`config.mk`:
```
export PLATFORM = sky130hd
export DESIGN_NAME = scancode_key_event_tracker_core
export DESIGN_NICKNAME = d
export VERILOG_FILES = /design/src/rtl/skte_pkg.sv /design/src/rtl/skte_front.sv /design/src/rtl/skte_queue.sv /design/src/rtl/skte_back.sv /design/src/rtl/scancode_key_event_tracker_core.sv
export SDC_FILE = /design/constraint.sdc
export NUM_CORES = 1
export LEC_CHECK = 0
export BUFFER_PORTS_ARGS = -buffer_cell sky130_fd_sc_hd__buf_2
export CORE_MARGIN = 10
export CORE_UTILIZATION = 50
export CTS_CLUSTER_SIZE = 8
export DETAILED_ROUTE_END_ITERATION = 6
export HOLD_SLACK_MARGIN = 0.08
export PLACE_DENSITY = 0.8
export SETUP_SLACK_MARGIN = 0.05
export SLEW_MARGIN = 20
export SYNTH_ARGS = -nofsm -noshare
export SYNTH_HDL_FRONTEND = slang
export SYNTH_SLANG_ARGS = --single-unit
```
`constraint.sdc`:
```
create_clock -name clk -period 2.17 [get_ports clk]
set_input_delay 0.1085 -clock clk [delete_from_list [all_inputs] [get_ports clk]]
set_output_delay 0.1085 -clock clk [all_outputs]
set_load 0.005 [all_outputs]
```
`src/rtl/skte_pkg.sv`:
```
// ----------------------------------------------------------------------------
// skte_pkg: shared types and constants for the scan-code key event tracker
// Operation codes, scan-code constants and the command word that travels
// from the front end to the back end through the command queue.
// ----------------------------------------------------------------------------
package skte_pkg;

    // Operation codes on the input channel.
    localparam logic [2:0] OP_SCAN    = 3'd0;
    localparam logic [2:0] OP_QUERY   = 3'd1;
    localparam logic [2:0] OP_CONSUME = 3'd2;
    localparam logic [2:0] OP_POLL    = 3'd3;
    localparam logic [2:0] OP_CLEAR   = 3'd4;

    // Scan byte fields and set-1 codes.
    localparam logic [7:0] SC_PREFIX   = 8'hE0;
    localparam logic [6:0] SC_ESC      = 7'h01;
    localparam logic [6:0] SC_ENTER    = 7'h1C;
    localparam logic [6:0] SC_W        = 7'h11;
    localparam logic [6:0] SC_S        = 7'h1F;
    localparam logic [6:0] SC_A_LEFT   = 7'h1E;
    localparam logic [6:0] SC_D_RIGHT  = 7'h20;
    localparam logic [6:0] SC_EX_UP    = 7'h48;
    localparam logic [6:0] SC_EX_DOWN  = 7'h50;
    localparam logic [6:0] SC_EX_LEFT  = 7'h4B;
    localparam logic [6:0] SC_EX_RIGHT = 7'h4D;

    // Number of tracked keys; bit k-1 of a key mask stands for key id k.
    localparam int NUM_KEYS = 8;

    // Key mask bits in key id order.
    localparam logic [NUM_KEYS-1:0] KM_ESC   = 8'b0000_0001;
    localparam logic [NUM_KEYS-1:0] KM_ENTER = 8'b0000_0010;
    localparam logic [NUM_KEYS-1:0] KM_LEFT  = 8'b0000_0100;
    localparam logic [NUM_KEYS-1:0] KM_RIGHT = 8'b0000_1000;
    localparam logic [NUM_KEYS-1:0] KM_UP    = 8'b0001_0000;
    localparam logic [NUM_KEYS-1:0] KM_DOWN  = 8'b0010_0000;
    localparam logic [NUM_KEYS-1:0] KM_W     = 8'b0100_0000;
    localparam logic [NUM_KEYS-1:0] KM_S     = 8'b1000_0000;

    // Depth of the command queue between front and back end.
    localparam int QUEUE_DEPTH = 2;
    localparam int QPTR_W      = (QUEUE_DEPTH > 1) ? $clog2(QUEUE_DEPTH) : 1;
    localparam int QCNT_W      = $clog2(QUEUE_DEPTH + 1);

    typedef logic [NUM_KEYS-1:0] key_mask_t;

    // Classified command kinds.
    typedef enum logic [2:0] {
        CMD_NOP,
        CMD_PRESS,
        CMD_RELEASE,
        CMD_QUERY,
        CMD_CONSUME,
        CMD_POLL,
        CMD_CLEAR
    } cmd_kind_t;

    typedef struct packed {
        cmd_kind_t kind;
        key_mask_t key_mask;
    } cmd_t;

    typedef struct packed {
        logic empty;
        logic full;
    } q_status_t;

endpackage

```
`src/rtl/skte_front.sv`:
```
// ----------------------------------------------------------------------------
// skte_front: input classification
// Accepts input items, tracks the extended-prefix flag, translates scan bytes
// and key ids into key masks and pushes one command per item into the queue.
// ----------------------------------------------------------------------------
module skte_front
(
    input  logic                 clk,
    input  logic                 rst_n,
    input  logic                 in_valid,
    output logic                 in_ready,
    input  logic [2:0]           operation,
    input  logic [7:0]           scan_byte,
    input  logic [3:0]           key_id,
    input  skte_pkg::q_status_t  q_status,
    output logic                 push,
    output skte_pkg::cmd_t       push_cmd
);

    logic                 extended_armed_reg;
    logic                 extended_armed_next;
    skte_pkg::key_mask_t  scan_mask;
    skte_pkg::key_mask_t  id_mask;
    logic [2:0]           id_index;

    assign in_ready = !q_status.full;
    assign push     = in_valid && !q_status.full;

    // Translate the low seven bits of a scan byte, plain or extended.
    always_comb
    begin
        scan_mask = '0;
        if (extended_armed_reg)
        begin
            case (scan_byte[6:0])
                skte_pkg::SC_EX_UP:    scan_mask = skte_pkg::KM_UP;
                skte_pkg::SC_EX_DOWN:  scan_mask = skte_pkg::KM_DOWN;
                skte_pkg::SC_EX_LEFT:  scan_mask = skte_pkg::KM_LEFT;
                skte_pkg::SC_EX_RIGHT: scan_mask = skte_pkg::KM_RIGHT;
                skte_pkg::SC_ENTER:    scan_mask = skte_pkg::KM_ENTER;
                default:               scan_mask = '0;
            endcase
        end
        else
        begin
            case (scan_byte[6:0])
                skte_pkg::SC_ESC:     scan_mask = skte_pkg::KM_ESC;
                skte_pkg::SC_ENTER:   scan_mask = skte_pkg::KM_ENTER;
                skte_pkg::SC_W:       scan_mask = skte_pkg::KM_W;
                skte_pkg::SC_S:       scan_mask = skte_pkg::KM_S;
                skte_pkg::SC_A_LEFT:  scan_mask = skte_pkg::KM_LEFT;
                skte_pkg::SC_D_RIGHT: scan_mask = skte_pkg::KM_RIGHT;
                default:              scan_mask = '0;
            endcase
        end
    end

    // Key ids 1 to 8 select one mask bit; any other id selects none.
    assign id_index = 3'(key_id - 4'd1);

    always_comb
    begin
        if (key_id inside {[4'd1:4'd8]})
        begin
            id_mask = skte_pkg::key_mask_t'(1) << id_index;
        end
        else
        begin
            id_mask = '0;
        end
    end

    // Build the command and the next prefix flag.
    always_comb
    begin
        push_cmd.kind       = skte_pkg::CMD_NOP;
        push_cmd.key_mask   = '0;
        extended_armed_next = extended_armed_reg;
        case (operation)
            skte_pkg::OP_SCAN:
            begin
                if (scan_byte == skte_pkg::SC_PREFIX)
                begin
                    extended_armed_next = 1'b1;
                end
                else
                begin
                    extended_armed_next = 1'b0;
                    push_cmd.key_mask   = scan_mask;
                    if (scan_mask != '0)
                    begin
                        push_cmd.kind = scan_byte[7] ? skte_pkg::CMD_RELEASE
                                                     : skte_pkg::CMD_PRESS;
                    end
                end
            end
            skte_pkg::OP_QUERY:
            begin
                push_cmd.kind     = skte_pkg::CMD_QUERY;
                push_cmd.key_mask = id_mask;
            end
            skte_pkg::OP_CONSUME:
            begin
                push_cmd.kind     = skte_pkg::CMD_CONSUME;
                push_cmd.key_mask = id_mask;
            end
            skte_pkg::OP_POLL:  push_cmd.kind = skte_pkg::CMD_POLL;
            skte_pkg::OP_CLEAR: push_cmd.kind = skte_pkg::CMD_CLEAR;
            default:            push_cmd.kind = skte_pkg::CMD_NOP;
        endcase
    end

    // The prefix flag only moves on an accepted transfer.
    always_ff @(posedge clk or negedge rst_n)
    begin
        if (!rst_n)
        begin
            extended_armed_reg <= 1'b0;
        end
        else if (push)
        begin
            extended_armed_reg <= extended_armed_next;
        end
    end

endmodule

```
`src/rtl/skte_queue.sv`:
```
// ----------------------------------------------------------------------------
// skte_queue: command queue
// Small first-in first-out buffer of classified commands between the front
// and back ends. Push and pop may happen in the same cycle.
// ----------------------------------------------------------------------------
module skte_queue
(
    input  logic                 clk,
    input  logic                 rst_n,
    input  logic                 push,
    input  skte_pkg::cmd_t       push_cmd,
    input  logic                 pop,
    output skte_pkg::cmd_t       pop_cmd,
    output skte_pkg::q_status_t  q_status
);

    localparam int PW = skte_pkg::QPTR_W;
    localparam int CW = skte_pkg::QCNT_W;
    localparam logic [PW-1:0] LAST_PTR = PW'(skte_pkg::QUEUE_DEPTH - 1);
    localparam logic [CW-1:0] FULL_CNT = CW'(skte_pkg::QUEUE_DEPTH);

    skte_pkg::cmd_t  entry_reg [skte_pkg::QUEUE_DEPTH];
    logic [PW-1:0]   wr_ptr_reg;
    logic [PW-1:0]   rd_ptr_reg;
    logic [CW-1:0]   count_reg;
    logic [CW-1:0]   count_next;

    assign q_status.empty = (count_reg == '0);
    assign q_status.full  = (count_reg == FULL_CNT);
    assign pop_cmd        = entry_reg[rd_ptr_reg];

    always_comb
    begin
        count_next = count_reg;
        if (push && !pop)
        begin
            count_next = count_reg + CW'(1);
        end
        else if (pop && !push)
        begin
            count_next = count_reg - CW'(1);
        end
    end

    // Pointers and fill count.
    always_ff @(posedge clk or negedge rst_n)
    begin
        if (!rst_n)
        begin
            wr_ptr_reg <= '0;
            rd_ptr_reg <= '0;
            count_reg  <= '0;
        end
        else
        begin
            count_reg <= count_next;
            if (push)
            begin
                wr_ptr_reg <= (wr_ptr_reg == LAST_PTR) ? '0 : wr_ptr_reg + PW'(1);
            end
            if (pop)
            begin
                rd_ptr_reg <= (rd_ptr_reg == LAST_PTR) ? '0 : rd_ptr_reg + PW'(1);
            end
        end
    end

    // Entry storage needs no reset.
    always_ff @(posedge clk)
    begin
        if (push)
        begin
            entry_reg[wr_ptr_reg] <= push_cmd;
        end
    end

endmodule

```
`src/rtl/skte_back.sv`:
```
// ----------------------------------------------------------------------------
// skte_back: command execution
// Holds the held and pending key masks, carries out one command per cycle
// while the output register can accept it, and holds results until taken.
// ----------------------------------------------------------------------------
module skte_back
(
    input  logic                 clk,
    input  logic                 rst_n,
    input  skte_pkg::q_status_t  q_status,
    input  skte_pkg::cmd_t       pop_cmd,
    output logic                 pop,
    output logic                 out_valid,
    input  logic                 out_ready,
    output logic                 answer_flag,
    output logic [3:0]           polled_key
);

    skte_pkg::key_mask_t  held_reg;
    skte_pkg::key_mask_t  held_next;
    skte_pkg::key_mask_t  pending_reg;
    skte_pkg::key_mask_t  pending_next;
    skte_pkg::key_mask_t  low_bit;
    logic                 out_valid_reg;
    logic                 answer_reg;
    logic                 answer_next;
    logic [3:0]           polled_reg;
    logic [3:0]           polled_next;
    logic [3:0]           low_code;

    assign out_valid   = out_valid_reg;
    assign answer_flag = answer_reg;
    assign polled_key  = polled_reg;

    // Take a command when the output register is free or being emptied.
    assign pop = !q_status.empty && (!out_valid_reg || out_ready);

    // Lowest pending key and its key id.
    assign low_bit = pending_reg & (~pending_reg + skte_pkg::key_mask_t'(1));

    always_comb
    begin
        low_code = 4'd0;
        for (int i = 0; i < skte_pkg::NUM_KEYS; i++)
        begin
            if (low_bit[i])
            begin
                low_code = 4'(i + 1);
            end
        end
    end

    // Execute the command at the head of the queue.
    always_comb
    begin
        held_next    = held_reg;
        pending_next = pending_reg;
        answer_next  = 1'b0;
        polled_next  = 4'd0;
        case (pop_cmd.kind)
            skte_pkg::CMD_PRESS:
            begin
                pending_next = pending_reg | (pop_cmd.key_mask & ~held_reg);
                held_next    = held_reg | pop_cmd.key_mask;
            end
            skte_pkg::CMD_RELEASE:
            begin
                held_next = held_reg & ~pop_cmd.key_mask;
            end
            skte_pkg::CMD_QUERY:
            begin
                answer_next = |(held_reg & pop_cmd.key_mask);
            end
            skte_pkg::CMD_CONSUME:
            begin
                answer_next  = |(pending_reg & pop_cmd.key_mask);
                pending_next = pending_reg & ~pop_cmd.key_mask;
            end
            skte_pkg::CMD_POLL:
            begin
                polled_next  = low_code;
                pending_next = pending_reg & ~low_bit;
            end
            skte_pkg::CMD_CLEAR:
            begin
                pending_next = '0;
            end
            default:
            begin
                answer_next = 1'b0;
            end
        endcase
    end

    // Key state and output valid.
    always_ff @(posedge clk or negedge rst_n)
    begin
        if (!rst_n)
        begin
            held_reg      <= '0;
            pending_reg   <= '0;
            out_valid_reg <= 1'b0;
        end
        else
        begin
            if (pop)
            begin
                held_reg      <= held_next;
                pending_reg   <= pending_next;
                out_valid_reg <= 1'b1;
            end
            else if (out_ready)
            begin
                out_valid_reg <= 1'b0;
            end
        end
    end

    // Result payload.
    always_ff @(posedge clk)
    begin
        if (pop)
        begin
            answer_reg <= answer_next;
            polled_reg <= polled_next;
        end
    end

endmodule

```
`src/rtl/scancode_key_event_tracker_core.sv`:
```
// ----------------------------------------------------------------------------
// scancode_key_event_tracker_core: set-1 scan-code key event tracker
// Tracks held and one-shot pressed state of eight control keys.
// ----------------------------------------------------------------------------
// Usage:
//   Input channel (in_valid/in_ready) carries operation, scan_byte and key_id.
//   Operation 0 feeds a raw scan byte, 1 queries a held key, 2 consumes a
//   press, 3 polls and clears the first pending press, 4 clears all presses.
//   Output channel (out_valid/out_ready) returns one result per input
//   transfer: answer_flag and polled_key, in input order.
//   Each input passes through the command queue and is then registered in
//   the output register, where its result is presented.
//   Throughput: one item per cycle while the receiver takes results, set by
//   the key-state update in the back end; the front end classifies an item
//   in the cycle it arrives and hands it over through a two-entry command queue.
//   When the receiver stalls, the output register holds its result, the
//   queue fills and in_ready drops once it holds two commands.
//   Reset clears the extended-prefix flag, both key masks, the queue and the
//   output valid; the block accepts items as soon as reset is released.
// ----------------------------------------------------------------------------
module scancode_key_event_tracker_core
(
    input  logic        clk,
    input  logic        rst_n,
    input  logic        in_valid,
    output logic        in_ready,
    input  logic [2:0]  operation,
    input  logic [7:0]  scan_byte,
    input  logic [3:0]  key_id,
    output logic        out_valid,
    input  logic        out_ready,
    output logic        answer_flag,
    output logic [3:0]  polled_key
);

    skte_pkg::q_status_t  q_status;
    skte_pkg::cmd_t       push_cmd;
    skte_pkg::cmd_t       pop_cmd;
    logic                 push;
    logic                 pop;

    // Front end: accept and classify.
    skte_front u_front
    (
        .clk       (clk),
        .rst_n     (rst_n),
        .in_valid  (in_valid),
        .in_ready  (in_ready),
        .operation (operation),
        .scan_byte (scan_byte),
        .key_id    (key_id),
        .q_status  (q_status),
        .push      (push),
        .push_cmd  (push_cmd)
    );

    // Command queue between the two ends.
    skte_queue u_queue
    (
        .clk      (clk),
        .rst_n    (rst_n),
        .push     (push),
        .push_cmd (push_cmd),
        .pop      (pop),
        .pop_cmd  (pop_cmd),
        .q_status (q_status)
    );

    // Back end: execute and present results.
    skte_back u_back
    (
        .clk         (clk),
        .rst_n       (rst_n),
        .q_status    (q_status),
        .pop_cmd     (pop_cmd),
        .pop         (pop),
        .out_valid   (out_valid),
        .out_ready   (out_ready),
        .answer_flag (answer_flag),
        .polled_key  (polled_key)
    );

    // A queue can never be empty and full at once.
    a_queue_status: assert property (@(posedge clk) disable iff (!rst_n)
        !(q_status.empty && q_status.full))
        else $error("command queue reports empty and full together");

    // A result never carries both an answer and a polled key.
    a_result_exclusive: assert property (@(posedge clk) disable iff (!rst_n)
        out_valid |-> !(answer_flag && (polled_key != 4'd0)))
        else $error("result has both answer_flag and polled_key set");

    // A polled key is always a valid key id or zero.
    a_polled_range: assert property (@(posedge clk) disable iff (!rst_n)
        out_valid |-> (polled_key <= 4'd8))
        else $error("polled_key out of range");

    // A pop only happens while the queue holds a command.
    a_pop_nonempty: assert property (@(posedge clk) disable iff (!rst_n)
        pop |-> !q_status.empty)
        else $error("command popped from an empty queue");

endmodule

```
==> flow_summary.toml <==
[placement]
detailed_place_hpwl_mm = 4.37
gp_congestion = 0.904
placed_area_um2 = 2890
port-buffer-count = 25

[layout]
multi_input_area_um2 = 1240
diodes = 0
final_cell_mix = "30 x nand2_1, 27 x edfxtp_1, 25 x buf_2"
drive_above_1_share_pct = 18.4
area_growth_pct = 12.7
final_cell_area_um2 = 3000
nets = 302
nFillCells = 464
seq_area_um2 = 1360
final_common_cell = "nand2_1"

[sta]
relSlewSlack_pct = 64.7
rsz0062_at_grt = "false"
hold_ws_ps = 150
skew_ps = 10.8
setup_viol = 0
period_minus_slack_ps = 1990
finalMaxSlewViolations = 0
fin_tns_setup_ps = 0
worstMarginPinSlew_ps = 526
hold_viol_final = 0
fmax_mhz = 503
finalCritPeriodShare_pct = 91.6

[synthesis]
yosysTopAreaCell = "edfxtp_1"
synth_area_leaders = "edfxtp_1 30%, dfrtp_1 21%, nand2_1 4.2%"
syn_avg_cell_area_um2 = 10.8
synth-main-ff-cell = "edfxtp_1"
synth_top_area_share_pct = 30.5
synth-edff-count = 27
synth_nets = 267
yosys_warnings = 0
netlist_area_um2 = 2660
synth-seq-area-share_pct = 51.2
synth_seq_cells = 49
synth_cells = 247
ys_types = 50
ys_async_sr_fraction_pct = 44.9

[detailed_routing]
drc = 0
via_per_inst = 5.95
postRouteAntennaNets = 0
routed_wl_mm = 5.71
first_pass_iters = 4
vias = 2102
routedWlPerCell_um = 16.2
drt_iter0_markers = 137

[die]
die_h_um = 92.9
fp.dieW_um = 92.9
dieArea_um2 = 8640
num_io_pins = 26
fp-row-count = 26
start_util_pct = 51.8
coreArea_um2 = 5140

[cts]
cts_tree = "built"
cts-root-buf = "clkbuf_8"
numCtsBuffers = 5
clkSinkCount = 49
cts-htree-levels = 2
clk_latency_ps = 310
post_cts_buffers = 0
cts.clk_slew.worst_paths_ps = 80
cts_resized = 0
clk_path_buf_depth = 2

[setup_path]
crit_arrival_ps = 2170
worstPathRequired_ps = 2360
crit_path_end_kind = "flip-flop"
critPathMaxFanout = 20
crit_type = "reg -> reg"
startpoint_type = "flip-flop"

[outcome]
status = "finished clean"

[flow_run]
maxCapViolCount = 0

[power]
comb_power_share_pct = 42.5
swShare_pct = 38.8
p_int_mw = 2.23
powerDensity_nw_per_um2 = 1220
p_switching_mw = 1.42
irDropWorstVdd_mv = 0.459
pwr-share-seq_pct = 43.3
leakagePower_nw = 1.11
clkPwrFrac_pct = 14.2

[global_routing]
gr-total-overflow = 0
grt_max_degree = 23
grt_pass1_vias = 2048
grt_pass1_wl_mm = 9.80
grt_antenna_before_repair = 0
grt.total_usage_pct = 13.8

[hold_path]
hold_class = "in -> reg"
[worst paths after layout]
path,endpoint,slack [ps],from,cells past startpoint
worst max-delay path,flip-flop,180,u_queue.rd_ptr_reg,6
max in group asynchronous,u_queue.rd_ptr_reg,1510,rst_n,2
worst max register to register,flip-flop,180,u_queue.rd_ptr_reg,6
worst min-delay path,u_front.extended_armed_reg,150,scan_byte[7],3
min in group asynchronous,u_back.pending_reg[5],300,rst_n,2
worst min register to register,u_back.out_valid,500,u_back.out_valid,2
[power groups by stage]
stage | combinational (mW) | clock, mW | sequential, mW
2_1_floorplan | 1.14 | 0 | 1.53
3_3_place_gp | 1.50 | 0 | 1.59
3_5_place_dp | 1.54 | 0 | 1.60
4_1_cts | 1.55 | 0.525 | 1.58
5_1_grt | 1.73 | 0.571 | 1.62
6_report | 1.55 | 0.520 | 1.58
[cell families (layout without fill, tap and decap cells)]
kind of cell	Yosys count	after routing	share of synthesized area, %
AND/OR/NAND/NOR	90	90	16.7
AO/OA/AOI/OAI	62	62	16.0
flip-flops	49	49	51.2
multiplexers	26	26	11.2
buffers and inverters	12	48	2.07
XOR/XNOR	7	7	2.30
adder cells (fa/ha/maj)	1	1	0.470
[repair_timing]
item                                    4_1_cts  5_1_grt
endpoints found under the setup margin        0        0
hold buffers                                  2        0
endpoints found under the hold margin        23        0
[layout make-up]
cell class / count / share of cell area (%)
Sequential cell: 49 / 45.4
Multi-Input combinational cell: 186 / 41.5
Timing Repair Buffer: 31 / 6.26
Tap cell: 70 / 2.92
Clock buffer: 7 / 2.55
Inverter: 9 / 1.13
Clock inverter: 1 / 0.250
[critical path: stages, from the launching register on]
cell and delay, ps:
dfrtp_1 400, buf_12 170, mux2_2 280, nand2_1 150
a211oi_4 430, nand2_1 110, mux2_1 320
[synth_stat cells (all sizes together) (3+ instances only)]
cell,count
nand2,31
edfxtp,27
dfrtp,22
mux2,18
nor2,18
o21ai,13
a21oi,11
inv,9
mux2i,8
a31oi,7
nand3,7
nor3,7
nand2b,6
a22oi,5
o22ai,5
a21o,4
nand4,4
or3,4
xnor2,4
a221oi,3
buf,3
nand3b,3
xor2,3
[per-stage QoR]
stage | util (%) | setup slack, ps | total power, mW | std cells
4_1_cts | 58.3 | 189 | 3.65 | 353
6_report | 58.3 | 183 | 3.65 | 353
5_1_grt | 58.3 | 66.5 | 3.92 | 353
3_3_place_gp | 56.3 | 264 | 3.08 | 343
2_1_floorplan | - | 292 | 2.67 | 247
3_5_place_dp | 56.3 | 199 | 3.14 | 343
[layer usage]
metal  routed length, µm  vias to the layer above  track usage [%]
met2                2740                       89             22.7
li1                    -                     1010                -
met3                 350                        7             3.39
met1                2530                      996             17.1
met4                  86                        0             4.88
met5                   0                        -                0
No activity file was read; power rests on OpenSTA's default activity.
